[config.mk]
export PLATFORM = sky130hd
export DESIGN_NAME = radial_falloff_height_offset_core
export DESIGN_NICKNAME = d
export VERILOG_FILES = /design/src/design/rfho_pkg.sv /design/src/design/rfho_sqrt_cell.sv /design/src/design/rfho_div_cell.sv /design/src/design/radial_falloff_height_offset_core.sv
export SDC_FILE = /design/constraint.sdc
export NUM_CORES = 2
export LEC_CHECK = 0
export BUFFER_PORTS_ARGS = -buffer_cell sky130_fd_sc_hd__buf_4
export CORE_MARGIN = 3
export CORE_UTILIZATION = 55
export DETAILED_ROUTE_END_ITERATION = 8
export GPL_TIMING_DRIVEN = 0
export PLACE_DENSITY = 0.71
export SYNTH_ARGS = -nofsm -noshare
export SYNTH_HDL_FRONTEND = slang
export SYNTH_SLANG_ARGS = --single-unit
[constraint.sdc]
create_clock -name clk -period 14 [get_ports clk]
set_clock_uncertainty 0.1 [all_clocks]
set_input_delay 3.5 -clock clk [delete_from_list [all_inputs] [get_ports clk]]
set_output_delay 3.5 -clock clk [all_outputs]
set_load 0.005 [all_outputs]
[src/design/rfho_pkg.sv]
// Shared constants, codes and packet types of the radial falloff height offset core.
// Used by rfho_sqrt_cell, rfho_div_cell and radial_falloff_height_offset_core.
package rfho_pkg;

  // Sample coordinate width; integer coordinates become Q.4 by a 4-bit shift.
  localparam int COORD_BITS  = 10;
  localparam int POS_BITS    = COORD_BITS + 4;
  localparam int CENTRE_BITS = 14;
  localparam int RADIUS_BITS = 15;
  localparam int AMOUNT_BITS = 9;
  localparam int HEIGHT_BITS = 7;
  localparam int CFG_INDEX_BITS = 3;
  localparam int CFG_DATA_BITS  = 15;

  // Signed centre minus position, its square and the sum of both squares.
  localparam int WIDE_BITS  = (POS_BITS > CENTRE_BITS) ? POS_BITS : CENTRE_BITS;
  localparam int DIFF_BITS  = WIDE_BITS + 1;
  localparam int SQ_BITS    = 2 * WIDE_BITS + 1;
  localparam int SQRT_STEPS = (SQ_BITS + 1) / 2;
  localparam int RAD_BITS   = 2 * SQRT_STEPS;
  localparam int REM_BITS   = SQRT_STEPS + 2;
  localparam int CMP_BITS   = (SQRT_STEPS > RADIUS_BITS) ? SQRT_STEPS : RADIUS_BITS;

  // (radius - dist) * |amount| and the long division of that value times 256.
  localparam int MAG_BITS   = AMOUNT_BITS;
  localparam int PROD_BITS  = RADIUS_BITS + AMOUNT_BITS - 1;
  localparam int DIV_STEPS  = AMOUNT_BITS + 8;
  localparam int SUM_BITS   = DIV_STEPS + 2;

  // Configuration register indexes.
  localparam logic [CFG_INDEX_BITS-1:0] REG_CENTRE_X = 3'd0;
  localparam logic [CFG_INDEX_BITS-1:0] REG_CENTRE_Y = 3'd1;
  localparam logic [CFG_INDEX_BITS-1:0] REG_RADIUS   = 3'd2;
  localparam logic [CFG_INDEX_BITS-1:0] REG_AMOUNT   = 3'd3;

  localparam logic [RADIUS_BITS-1:0] RADIUS_RESET = 15'd16;
  localparam logic [HEIGHT_BITS-1:0] HEIGHT_MAX   = 7'd127;

  typedef struct packed {
    logic [RAD_BITS-1:0]    rad;
    logic [REM_BITS-1:0]    rem;
    logic [SQRT_STEPS-1:0]  root;
    logic [HEIGHT_BITS-1:0] h;
  } sqrt_pkt_t;

  typedef struct packed {
    logic [DIV_STEPS-1:0]   num;
    logic [RADIUS_BITS-1:0] rem;
    logic [DIV_STEPS-1:0]   quo;
    logic [HEIGHT_BITS-1:0] h;
    logic                   neg;
    logic                   rad_zero;
  } div_pkt_t;

endpackage

[src/design/rfho_sqrt_cell.sv]
// One digit cell of the square root chain: retires one root bit per beat.
// Depends on rfho_pkg for the packet type and widths.
module rfho_sqrt_cell
  import rfho_pkg::*;
(
  input  logic      clk,
  input  logic      rst,
  input  logic      in_vld,
  input  sqrt_pkt_t in_pkt,
  output logic      out_vld,
  output sqrt_pkt_t out_pkt
);

  logic [REM_BITS+1:0] rem_shift;
  logic [REM_BITS+1:0] trial;
  logic                take;
  sqrt_pkt_t           pkt_next;

  // Bring down the next two radicand bits and try root*4+1.
  assign rem_shift = {in_pkt.rem, in_pkt.rad[RAD_BITS-1 -: 2]};
  assign trial     = (REM_BITS+2)'({in_pkt.root, 2'b01});
  assign take      = (rem_shift >= trial);

  always_comb begin
    pkt_next      = in_pkt;
    pkt_next.rad  = {in_pkt.rad[RAD_BITS-3:0], 2'b00};
    pkt_next.rem  = take ? REM_BITS'(rem_shift - trial) : REM_BITS'(rem_shift);
    pkt_next.root = {in_pkt.root[SQRT_STEPS-2:0], take};
  end

  always_ff @(posedge clk) begin
    if (rst) begin
      out_vld <= 1'b0;
    end else begin
      out_vld <= in_vld;
    end
  end

  always_ff @(posedge clk) begin
    out_pkt <= pkt_next;
  end

endmodule

[src/design/rfho_div_cell.sv]
// One restoring division cell: retires one quotient bit per beat.
// Depends on rfho_pkg for the packet type and widths.
module rfho_div_cell
  import rfho_pkg::*;
(
  input  logic                   clk,
  input  logic                   rst,
  input  logic [RADIUS_BITS-1:0] radius,
  input  logic                   in_vld,
  input  div_pkt_t               in_pkt,
  output logic                   out_vld,
  output div_pkt_t               out_pkt
);

  logic [RADIUS_BITS:0] part;
  logic [RADIUS_BITS:0] den;
  logic                 take;
  div_pkt_t             pkt_next;

  assign part = {in_pkt.rem, in_pkt.num[DIV_STEPS-1]};
  assign den  = {1'b0, radius};
  assign take = (part >= den);

  always_comb begin
    pkt_next     = in_pkt;
    pkt_next.num = {in_pkt.num[DIV_STEPS-2:0], 1'b0};
    pkt_next.rem = take ? RADIUS_BITS'(part - den) : RADIUS_BITS'(part);
    pkt_next.quo = {in_pkt.quo[DIV_STEPS-2:0], take};
  end

  always_ff @(posedge clk) begin
    if (rst) begin
      out_vld <= 1'b0;
    end else begin
      out_vld <= in_vld;
    end
  end

  always_ff @(posedge clk) begin
    out_pkt <= pkt_next;
  end

endmodule

[src/design/radial_falloff_height_offset_core.sv]
// Top level of the radial falloff height offset core: config registers, squaring
// front end, square root and divider cell chains, final add and clamp.
// Depends on rfho_pkg, rfho_sqrt_cell and rfho_div_cell.
//
//   channel   handshake                 payload
//   sample    start / busy              pos_x, pos_y, height_in
//   result    done (one-cycle strobe)   height_out
//   config    cfg_valid / cfg_ready     cfg_index, cfg_data
//
// A sample is taken in every cycle that start is high outside reset; its result
// strobes after 2 squaring stages, one cell per root bit, one scale stage, one
// cell per quotient bit and one output stage.
// busy is high only during reset, which empties the chains.
// The receiver cannot stall, so nothing in the chains ever holds.
module radial_falloff_height_offset_core
  import rfho_pkg::*;
(
  input  logic                      clk,
  input  logic                      rst,
  input  logic                      start,
  output logic                      busy,
  input  logic [COORD_BITS-1:0]     pos_x,
  input  logic [COORD_BITS-1:0]     pos_y,
  input  logic [HEIGHT_BITS-1:0]    height_in,
  output logic                      done,
  output logic [HEIGHT_BITS-1:0]    height_out,
  input  logic                      cfg_valid,
  output logic                      cfg_ready,
  input  logic [CFG_INDEX_BITS-1:0] cfg_index,
  input  logic [CFG_DATA_BITS-1:0]  cfg_data
);

  localparam int LATENCY = SQRT_STEPS + DIV_STEPS + 4;

  logic [CENTRE_BITS-1:0]        centre_x_q4;
  logic [CENTRE_BITS-1:0]        centre_y_q4;
  logic [RADIUS_BITS-1:0]        radius_q4;
  logic signed [AMOUNT_BITS-1:0] amount;

  logic accept;

  assign busy      = rst;
  assign cfg_ready = 1'b1;
  assign accept    = start && !busy;

  always_ff @(posedge clk) begin
    if (rst) begin
      centre_x_q4 <= '0;
      centre_y_q4 <= '0;
      radius_q4   <= RADIUS_RESET;
      amount      <= '0;
    end else if (cfg_valid) begin
      case (cfg_index)
        REG_CENTRE_X: centre_x_q4 <= cfg_data[CENTRE_BITS-1:0];
        REG_CENTRE_Y: centre_y_q4 <= cfg_data[CENTRE_BITS-1:0];
        REG_RADIUS:   radius_q4   <= cfg_data[RADIUS_BITS-1:0];
        REG_AMOUNT:   amount      <= cfg_data[AMOUNT_BITS-1:0];
        default: ;
      endcase
    end
  end

  // Stage 1: Q.4 differences and their squares.
  logic signed [DIFF_BITS-1:0]   dx;
  logic signed [DIFF_BITS-1:0]   dy;
  logic signed [2*DIFF_BITS-1:0] dx_sq_full;
  logic signed [2*DIFF_BITS-1:0] dy_sq_full;
  logic                          s1_vld;
  logic [SQ_BITS-2:0]            s1_dx_sq;
  logic [SQ_BITS-2:0]            s1_dy_sq;
  logic [HEIGHT_BITS-1:0]        s1_h;

  assign dx = DIFF_BITS'(centre_x_q4) - DIFF_BITS'({pos_x, 4'b0000});
  assign dy = DIFF_BITS'(centre_y_q4) - DIFF_BITS'({pos_y, 4'b0000});
  assign dx_sq_full = dx * dx;
  assign dy_sq_full = dy * dy;

  // Stage 2: sum of squares, the radicand.
  logic               s2_vld;
  logic [SQ_BITS-1:0] s2_sq;
  logic [HEIGHT_BITS-1:0] s2_h;

  always_ff @(posedge clk) begin
    if (rst) begin
      s1_vld <= 1'b0;
      s2_vld <= 1'b0;
    end else begin
      s1_vld <= accept;
      s2_vld <= s1_vld;
    end
  end

  always_ff @(posedge clk) begin
    s1_dx_sq <= dx_sq_full[SQ_BITS-2:0];
    s1_dy_sq <= dy_sq_full[SQ_BITS-2:0];
    s1_h     <= height_in;
    s2_sq    <= SQ_BITS'(s1_dx_sq) + SQ_BITS'(s1_dy_sq);
    s2_h     <= s1_h;
  end

  // Square root chain.
  logic      sq_vld [0:SQRT_STEPS];
  sqrt_pkt_t sq_pkt [0:SQRT_STEPS];

  assign sq_vld[0]      = s2_vld;
  assign sq_pkt[0].rad  = RAD_BITS'(s2_sq);
  assign sq_pkt[0].rem  = '0;
  assign sq_pkt[0].root = '0;
  assign sq_pkt[0].h    = s2_h;

  for (genvar i = 0; i < SQRT_STEPS; i++) begin : g_sqrt
    rfho_sqrt_cell u_cell (
      .clk     (clk),
      .rst     (rst),
      .in_vld  (sq_vld[i]),
      .in_pkt  (sq_pkt[i]),
      .out_vld (sq_vld[i+1]),
      .out_pkt (sq_pkt[i+1])
    );
  end

  // Scale stage: clamp distance at the radius, then (radius - dist) * |amount|.
  logic [CMP_BITS-1:0]    root_ext;
  logic [CMP_BITS-1:0]    radius_ext;
  logic [RADIUS_BITS-1:0] dist_c;
  logic [RADIUS_BITS-1:0] span;
  logic [MAG_BITS-1:0]    amt_mag;
  logic [RADIUS_BITS+MAG_BITS-1:0] prod_full;
  logic                   mid_vld;
  logic [PROD_BITS-1:0]   mid_prod;
  logic [HEIGHT_BITS-1:0] mid_h;
  logic                   mid_neg;
  logic                   mid_rad_zero;

  assign root_ext   = CMP_BITS'(sq_pkt[SQRT_STEPS].root);
  assign radius_ext = CMP_BITS'(radius_q4);
  assign dist_c     = (root_ext > radius_ext) ? radius_q4 : root_ext[RADIUS_BITS-1:0];
  assign span       = radius_q4 - dist_c;
  // The most negative amount maps to a magnitude of 256, which still fits.
  assign amt_mag    = amount[AMOUNT_BITS-1] ? MAG_BITS'(-amount) : MAG_BITS'(amount);
  assign prod_full  = span * amt_mag;

  always_ff @(posedge clk) begin
    if (rst) begin
      mid_vld <= 1'b0;
    end else begin
      mid_vld <= sq_vld[SQRT_STEPS];
    end
  end

  always_ff @(posedge clk) begin
    mid_prod     <= prod_full[PROD_BITS-1:0];
    mid_h        <= sq_pkt[SQRT_STEPS].h;
    mid_neg      <= amount[AMOUNT_BITS-1];
    mid_rad_zero <= (radius_q4 == '0);
  end

  // Divider chain on prod * 256. The quotient never exceeds 256 * |amount|, so
  // the upper dividend bits already sit below the radius and seed the remainder.
  logic     dv_vld [0:DIV_STEPS];
  div_pkt_t dv_pkt [0:DIV_STEPS];

  assign dv_vld[0]          = mid_vld;
  assign dv_pkt[0].num      = {mid_prod[DIV_STEPS-9:0], 8'h00};
  assign dv_pkt[0].rem      = RADIUS_BITS'(mid_prod[PROD_BITS-1:DIV_STEPS-8]);
  assign dv_pkt[0].quo      = '0;
  assign dv_pkt[0].h        = mid_h;
  assign dv_pkt[0].neg      = mid_neg;
  assign dv_pkt[0].rad_zero = mid_rad_zero;

  for (genvar i = 0; i < DIV_STEPS; i++) begin : g_div
    rfho_div_cell u_cell (
      .clk     (clk),
      .rst     (rst),
      .radius  (radius_q4),
      .in_vld  (dv_vld[i]),
      .in_pkt  (dv_pkt[i]),
      .out_vld (dv_vld[i+1]),
      .out_pkt (dv_pkt[i+1])
    );
  end

  // Output stage: signed offset, add to height in Q.8, truncate and clamp.
  logic signed [SUM_BITS-1:0] offset_q8;
  logic signed [SUM_BITS-1:0] sum_q8;
  logic [HEIGHT_BITS-1:0]     height_next;

  always_comb begin
    if (dv_pkt[DIV_STEPS].rad_zero) begin
      offset_q8 = '0;
    end else if (dv_pkt[DIV_STEPS].neg) begin
      offset_q8 = -SUM_BITS'(dv_pkt[DIV_STEPS].quo);
    end else begin
      offset_q8 = SUM_BITS'(dv_pkt[DIV_STEPS].quo);
    end
    sum_q8 = SUM_BITS'({dv_pkt[DIV_STEPS].h, 8'h00}) + offset_q8;
    if (sum_q8[SUM_BITS-1]) begin
      height_next = '0;
    end else if (sum_q8[SUM_BITS-2:8] > (SUM_BITS-9)'(HEIGHT_MAX)) begin
      height_next = HEIGHT_MAX;
    end else begin
      height_next = sum_q8[HEIGHT_BITS+7:8];
    end
  end

  always_ff @(posedge clk) begin
    if (rst) begin
      done <= 1'b0;
    end else begin
      done <= dv_vld[DIV_STEPS];
    end
  end

  always_ff @(posedge clk) begin
    height_out <= height_next;
  end

  // Every accepted sample strobes exactly once, a fixed latency later.
  a_accept_to_done: assert property (@(posedge clk) disable iff (rst)
    accept |-> ##LATENCY done)
    else $error("accepted sample did not strobe at the expected latency");

  a_done_has_source: assert property (@(posedge clk) disable iff (rst)
    done |-> $past(accept, LATENCY))
    else $error("result strobe without a matching accepted sample");

  a_reset_empties: assert property (@(posedge clk)
    rst |=> !done)
    else $error("result strobe right after reset");

endmodule

### Word level (Yosys, flattened, before mapping)

Index checks and enable logic that the tools add are counted.

| word-level totals | value |
|---|---|
| flip-flop bits (word level) | 1,466 |
| bits of input ports | 49 |

| cells by class | value |
|---|---|
| add/sub/neg operators | 37 |
| multiply operators | 3 |
| $lt $le $gt $ge | 34 |
| equal/unequal tests | 3 |
| multiplexer cells | 35 |
| reductions and logical operators | 8 |

Operators by type and width:

| kind | number |
|---|---|
| $ge A16 B15 Y1 | 16 |
| $mux W15 | 17 |
| $sub A15 B15 Y15 | 17 |
| $mux W17 | 13 |
| $mul A15 B15 Y28 | 2 |
| $mux W19 | 2 |
| $sub A14 B14 Y15 | 2 |
| $add A28 B28 Y29 | 1 |
| $mul A15 B9 Y23 | 1 |
| $add A15 B19 Y19 | 1 |
| $ge A19 B10 Y1 | 1 |
| $ge A19 B11 Y1 | 1 |
| $ge A19 B12 Y1 | 1 |
| $ge A19 B13 Y1 | 1 |
| $ge A19 B14 Y1 | 1 |
| $ge A19 B15 Y1 | 1 |
| $ge A19 B16 Y1 | 1 |
| $ge A19 B3 Y1 | 1 |
| $ge A19 B4 Y1 | 1 |
| $ge A19 B5 Y1 | 1 |
| $ge A19 B6 Y1 | 1 |
| $ge A19 B7 Y1 | 1 |
| $ge A19 B8 Y1 | 1 |
| $ge A19 B9 Y1 | 1 |
| 30 further kinds | 34 |

### Logic depth before layout (Yosys ltp)

| depth | value |
|---|---|
| word-level depth | 6 |
| depth in mapped cells | 37 |
| gate-level depth less buffers | 36 |

### Hierarchy

From an unflattened synthesis, not the netlist that was laid out.

| second synthesis, totals | value |
|---|---|
| cell total of the unflattened synthesis | 9,683 |
| area total of the unflattened synthesis | 103,076.4 sq um |

By module, submodules not included:

| module | times used | cells an instance | area an instance (sq um) | seq. area each (sq um) |
|---|---|---|---|---|
| rfho_div_cell | 17 | 190 | 2,183.3 | 1,161.1 |
| rfho_sqrt_cell (g_sqrt[13].u_cell ...) | 11 | 236 | 2,638.8 | 1,361.3 |
| radial_falloff_height_offset_core | 1 | 2,936 | 26,599.3 | 3,843.7 |
| rfho_sqrt_cell (g_sqrt[0].u_cell ...) | 3 | 229 | 2,572.5 | 1,361.3 |
| rfho_sqrt_cell (g_sqrt[12].u_cell) | 1 | 234 | 2,616.3 | 1,361.3 |

### Worst setup path before layout

OpenSTA, ideal clock, no wires.

| timing path | value |
|---|---|
| path type | input to register |
| from | input port pos_x[0] |
| to | register s1_dx_sq[27] |
| setup time | 0.120 ns |
| arrival | 11.089 ns |
| setup slack | 2.691 ns |
| cell stages on the path | 31 |
| path through | ha_1 > inv_1 > fa_1 > nand2_1 > nand2_1 > a211o_1 > a21o_1 > a21oi_1 > o21a_1 > clkbuf_1 > clkinv_1 > clkbuf_1 > nor2_1 > fa_1 > fa_1 > inv_1 > fa_1 > fa_1 > fa_1 > fa_1 > inv_1 > ha_1 > o21ai_0 > o21ai_0 > a21o_1 > a221oi_1 > a21oi_1 > a2111o_1 > a21o_1 > a21oi_1 > xnor2_1 |

| on the way | value |
|---|---|
| word-level cells in the longest chain between the ends | 2 |

RTL lines:

| element | line | text |
|---|---|---|
| start, declared | radial_falloff_height_offset_core.sv:22 | `input logic [COORD_BITS-1:0] pos_x,` |
| $sub A14 B14 Y15 | radial_falloff_height_offset_core.sv:73 | `assign dx = DIFF_BITS'(centre_x_q4) - DIFF_BITS'({pos_x, 4'b0000});` |
| $mul A15 B15 Y28 | radial_falloff_height_offset_core.sv:75 | `assign dx_sq_full = dx * dx;` |
| named net dx_sq_full[27] | radial_falloff_height_offset_core.sv:66 | `logic signed [2*DIFF_BITS-1:0] dx_sq_full;` |
| end signal, assigned | radial_falloff_height_offset_core.sv:94 | `s1_dx_sq <= dx_sq_full[SQ_BITS-2:0];` |
| end, declared | radial_falloff_height_offset_core.sv:69 | `logic [SQ_BITS-2:0] s1_dx_sq;` |

The timed path passes the listed nets, and every way through them passes these cells.
A chain may end at the register's enable or synchronous reset.

### Final worst setup path

| timing path | value |
|---|---|
| from | input port pos_x[3] |
| to | register s1_dx_sq[27] |

The elaborated chain is that of the path after synthesis.

==> impl_metrics.env <==
export IMPL_post_cts_buffers=0
export IMPL_clkTransAtPathRegs_ns=0.06
export IMPL_tightest_slew_ns=1.409
export IMPL_die_area_um2=137600
export IMPL_via_per_inst=5.318
export IMPL_yosys_area_top_type_share=0.3979
export IMPL_rsz0062_at_grt="no"
export IMPL_dr_pass1_iters=8
export IMPL_cts_tree="yes"
export IMPL_seq_area_frac_synth=0.3979
export IMPL_clock_latency_ns=0.77
export IMPL_critPathRequiredTime_ns=14.55
export IMPL_crit_type="in2reg"
export IMPL_grt_pass1_wl_um=250600
export IMPL_grt_max_degree=22
export IMPL_reg2reg_to="mid_prod[21]$_DFF_P_"
export IMPL_ys_ff_latch=1456
export IMPL_postCtsResizedCells=0
export IMPL_report_final_slew_viol_count=0
export IMPL_crit_arrival_ns=12.36
export IMPL_slowest_delay_ns=0.60
export IMPL_antenna_found_initial=1
export IMPL_gp_congestion=0.9183
export IMPL_die_y_um=371.0
export IMPL_grt_util_met3=0.03224
export IMPL_max_freq_mhz=84.62
export IMPL_synth_largest_area_cell="dfxtp_1"
export IMPL_tns_ns=0
export IMPL_pin_count=59
export IMPL_end_kind="flip-flop"
export IMPL_met1_usage=0.2778
export IMPL_max_clock_path_buffers=3
export IMPL_rows=133
export IMPL_syn_area_um2=73250
export IMPL_yosysWarningCount=0
export IMPL_grt_pass1_vias=50700
export IMPL_min_from="mid_prod[7]$_DFF_P_"
export IMPL_h_tree_depth=4
export IMPL_synth_cell_types=85
export IMPL_period_minus_slack_ns=11.82
export IMPL_final_antenna_net_count=0
export IMPL_drive_gt1_frac=0.07291
export IMPL_area_delta_synth_final_pct=10.81
export IMPL_hold_viol_final=0
export IMPL_route_detailed_drc=0
export IMPL_routed_via_count=49530
export IMPL_totalWireLength_um=153600
export IMPL_r2r_start="radius_ext[12]$_SDFFE_PP0P_"
export IMPL_gr_total_overflow=0
export IMPL_cp_num_cells=28
export IMPL_hold_buffers=0
export IMPL_holdCritPathClass="reg2reg"
export IMPL_min_to="g_div[0].u_cell.out_pkt[57]$_DFF_P_"
export IMPL_portBuffers=56
export IMPL_drt_iter0_drc=2746
export IMPL_rrSetupSlack_ns=2.85
export IMPL_design_core_area_um2=131800
export IMPL_synth_cells=7236
export IMPL_cpLargestDelayFamily="adder cells"
export IMPL_cp_max_fo=10
export IMPL_status="complete, no violations"
export IMPL_synth_edf_count=0
export IMPL_cts_sinks=1456
export IMPL_path_buf_inv=5
export IMPL_cp_start_kind="input port"
export IMPL_nNetsFinal=8644
export IMPL_grtUsageTotal=0.2259
export IMPL_gr_usage_met2=0.3941
export IMPL_synthesis_nets=8440
export IMPL_async_flop_share=0
export IMPL_die_x_um=371.0
export IMPL_synth_area_leaders="dfxtp_1 40%, fa_1 13%, ha_1 11%"
export IMPL_cts_root_buffer_cell="clkbuf_16"
export IMPL_rr_worst_depth=36
export IMPL_hold_depth=0
export IMPL_relSlewSlack=0.05990
export IMPL_syn_area_per_cell_um2=10.12
export IMPL_timing_final_crit_share=0.8441
export IMPL_crit_path_frequent_cell="fa_1"
export IMPL_start_util=0.5558
export IMPL_fillCellCount=10840
export IMPL_cts_buffers=144
export IMPL_synth_top_flop_cell="dfxtp_1"
export IMPL_hpwl_um=117400
export IMPL_wire_per_inst_um=16.49
export IMPL_critPathSlowestCell="xor2_1"
export IMPL_setup_viol=0
export IMPL_drv_cap=0
export IMPL_top_usage_layer="met2"
-- registers in the layout, summed over array words and instances (netlist names), 9 cells and up --
| signal | flops |
|---|---|
| g_sqrt.u_cell.out_pkt | 650 |
| g_div.u_cell.out_pkt | 582 |
| s2_sq | 29 |
| s1_dx_sq | 27 |
| s1_dy_sq | 27 |
| mid_prod | 23 |
| g_div.u_cell.out_vld | 17 |
| g_sqrt.u_cell.out_vld | 15 |
| radius_ext | 15 |
| centre_x_q4 | 14 |
| centre_y_q4 | 14 |
| amount | 9 |
-- worst max path at each step --
stage	startpoint	to	slack, ns
after detailed placement	pos_x[3]	s1_dx_sq[27]$_DFF_P_	1.30
final	pos_x[3]	s1_dx_sq[27]$_DFF_P_	2.18
after global routing	pos_x[1]	s1_dx_sq[27]$_DFF_P_	1.52
after global placement	pos_x[3]	s1_dx_sq[27]$_DFF_P_	1.46
after floorplan	pos_x[0]	s1_dx_sq[27]$_DFF_P_	2.69
after CTS	pos_x[3]	s1_dx_sq[27]$_DFF_P_	2.12
-- synth_stat cells, types with 18 or more instances --
library cell  instances
nand2b_1             97
and3_1               35
xor2_1              173
nor3_1              140
mux2i_1              39
o41ai_1              18
o21ai_0             229
o31ai_1              27
or4_1                20
inv_1               888
clkbuf_1            101
nand4_1              64
nand3_1              75
or2_2                40
a21o_1               91
a21oi_1             391
or3_1                45
mux2_2              167
fa_1                487
o21bai_1             26
o211ai_1             19
o21a_1              107
xnor2_1             294
nand2_1             509
and2_1               71
a211oi_1             34
ha_1                668
nor2_1              497
nor4_1               48
dfxtp_1            1456
a21boi_0             19
nor2b_1             135
a31oi_1              41
-- layout by cell type, fill, tap and decap left out, types with 27 or more instances in the layout --
cell type / n
o21ai_0: 229
inv_1: 888
o21a_1: 107
nand3_1: 75
fa_1: 487
clkbuf_16: 144
mux2i_1: 39
a21oi_1: 391
and3_1: 35
nor4_1: 48
nand2b_1: 97
nand4_1: 64
mux2_2: 167
buf_4: 58
nor2b_1: 135
ha_1: 668
a21o_1: 91
xnor2_1: 294
nand2_1: 509
a211oi_1: 34
o31ai_1: 27
a31oi_1: 41
clkbuf_1: 117
nor2_1: 497
and2_1: 71
dfxtp_1: 1454
or2_2: 40
or3_1: 45
nor3_1: 140
xor2_1: 173
-- kinds of logic (layout without fill, tap and decap cells) --
group                    count (synthesis)  in the layout  share of synthesized area
buffers and inverters                 1010           1331                    0.05223
multiplexers                           213            213                    0.03244
flip-flops                            1456           1456                     0.3979
adder cells (fa/ha/maj)               1155           1155                     0.2472
XOR/XNOR                               468            468                    0.05614
AO/OA/AOI/OAI                         1110           1110                    0.09468
other                                    2              3                  0.0001025
AND/OR/NAND/NOR                       1822           1822                     0.1193
-- cell type report --
| cell class | instances | area [µm²] | area share |
|---|---|---|---|
| Timing Repair Buffer | 58 | 467.9 | 0.005765 |
| Multi-Input combinational cell | 4770 | 40280 | 0.4962 |
| Buffer | 115 | 466.7 | 0.005750 |
| Antenna cell | 1 | 2.502 | 0.00003083 |
| Inverter | 895 | 3359 | 0.04139 |
| Tap cell | 1755 | 2196 | 0.02705 |
| Sequential cell | 1456 | 29150 | 0.3591 |
| Clock buffer | 182 | 3966 | 0.04886 |
| Clock inverter | 81 | 1282 | 0.01580 |
-- metal layers --
metal  vias to the layer above  wire length [µm]
li1                      24400                 -
met1                     23730             65210
met2                      1087             74970
met3                       306              6861
met4                         0              6546
met5                         -                 0
-- metrics by stage --
step	utilization	hold slack, ns	cell area (µm²)	worst slack, ns	std cells
after global routing	0.6159	0.2031	81170	1.523	9312
after detailed placement	0.5758	0.2121	75890	1.296	9048
final	0.6159	0.1963	81170	2.182	9313
after global placement	0.5757	0.2097	75870	1.463	9047
after floorplan	-	0.2096	73250	2.691	7236
after CTS	0.6157	0.1907	81140	2.122	9311
Power is not shown: default switching activity piles up to over one toggle a cycle in this logic, so the estimate is an artifact.
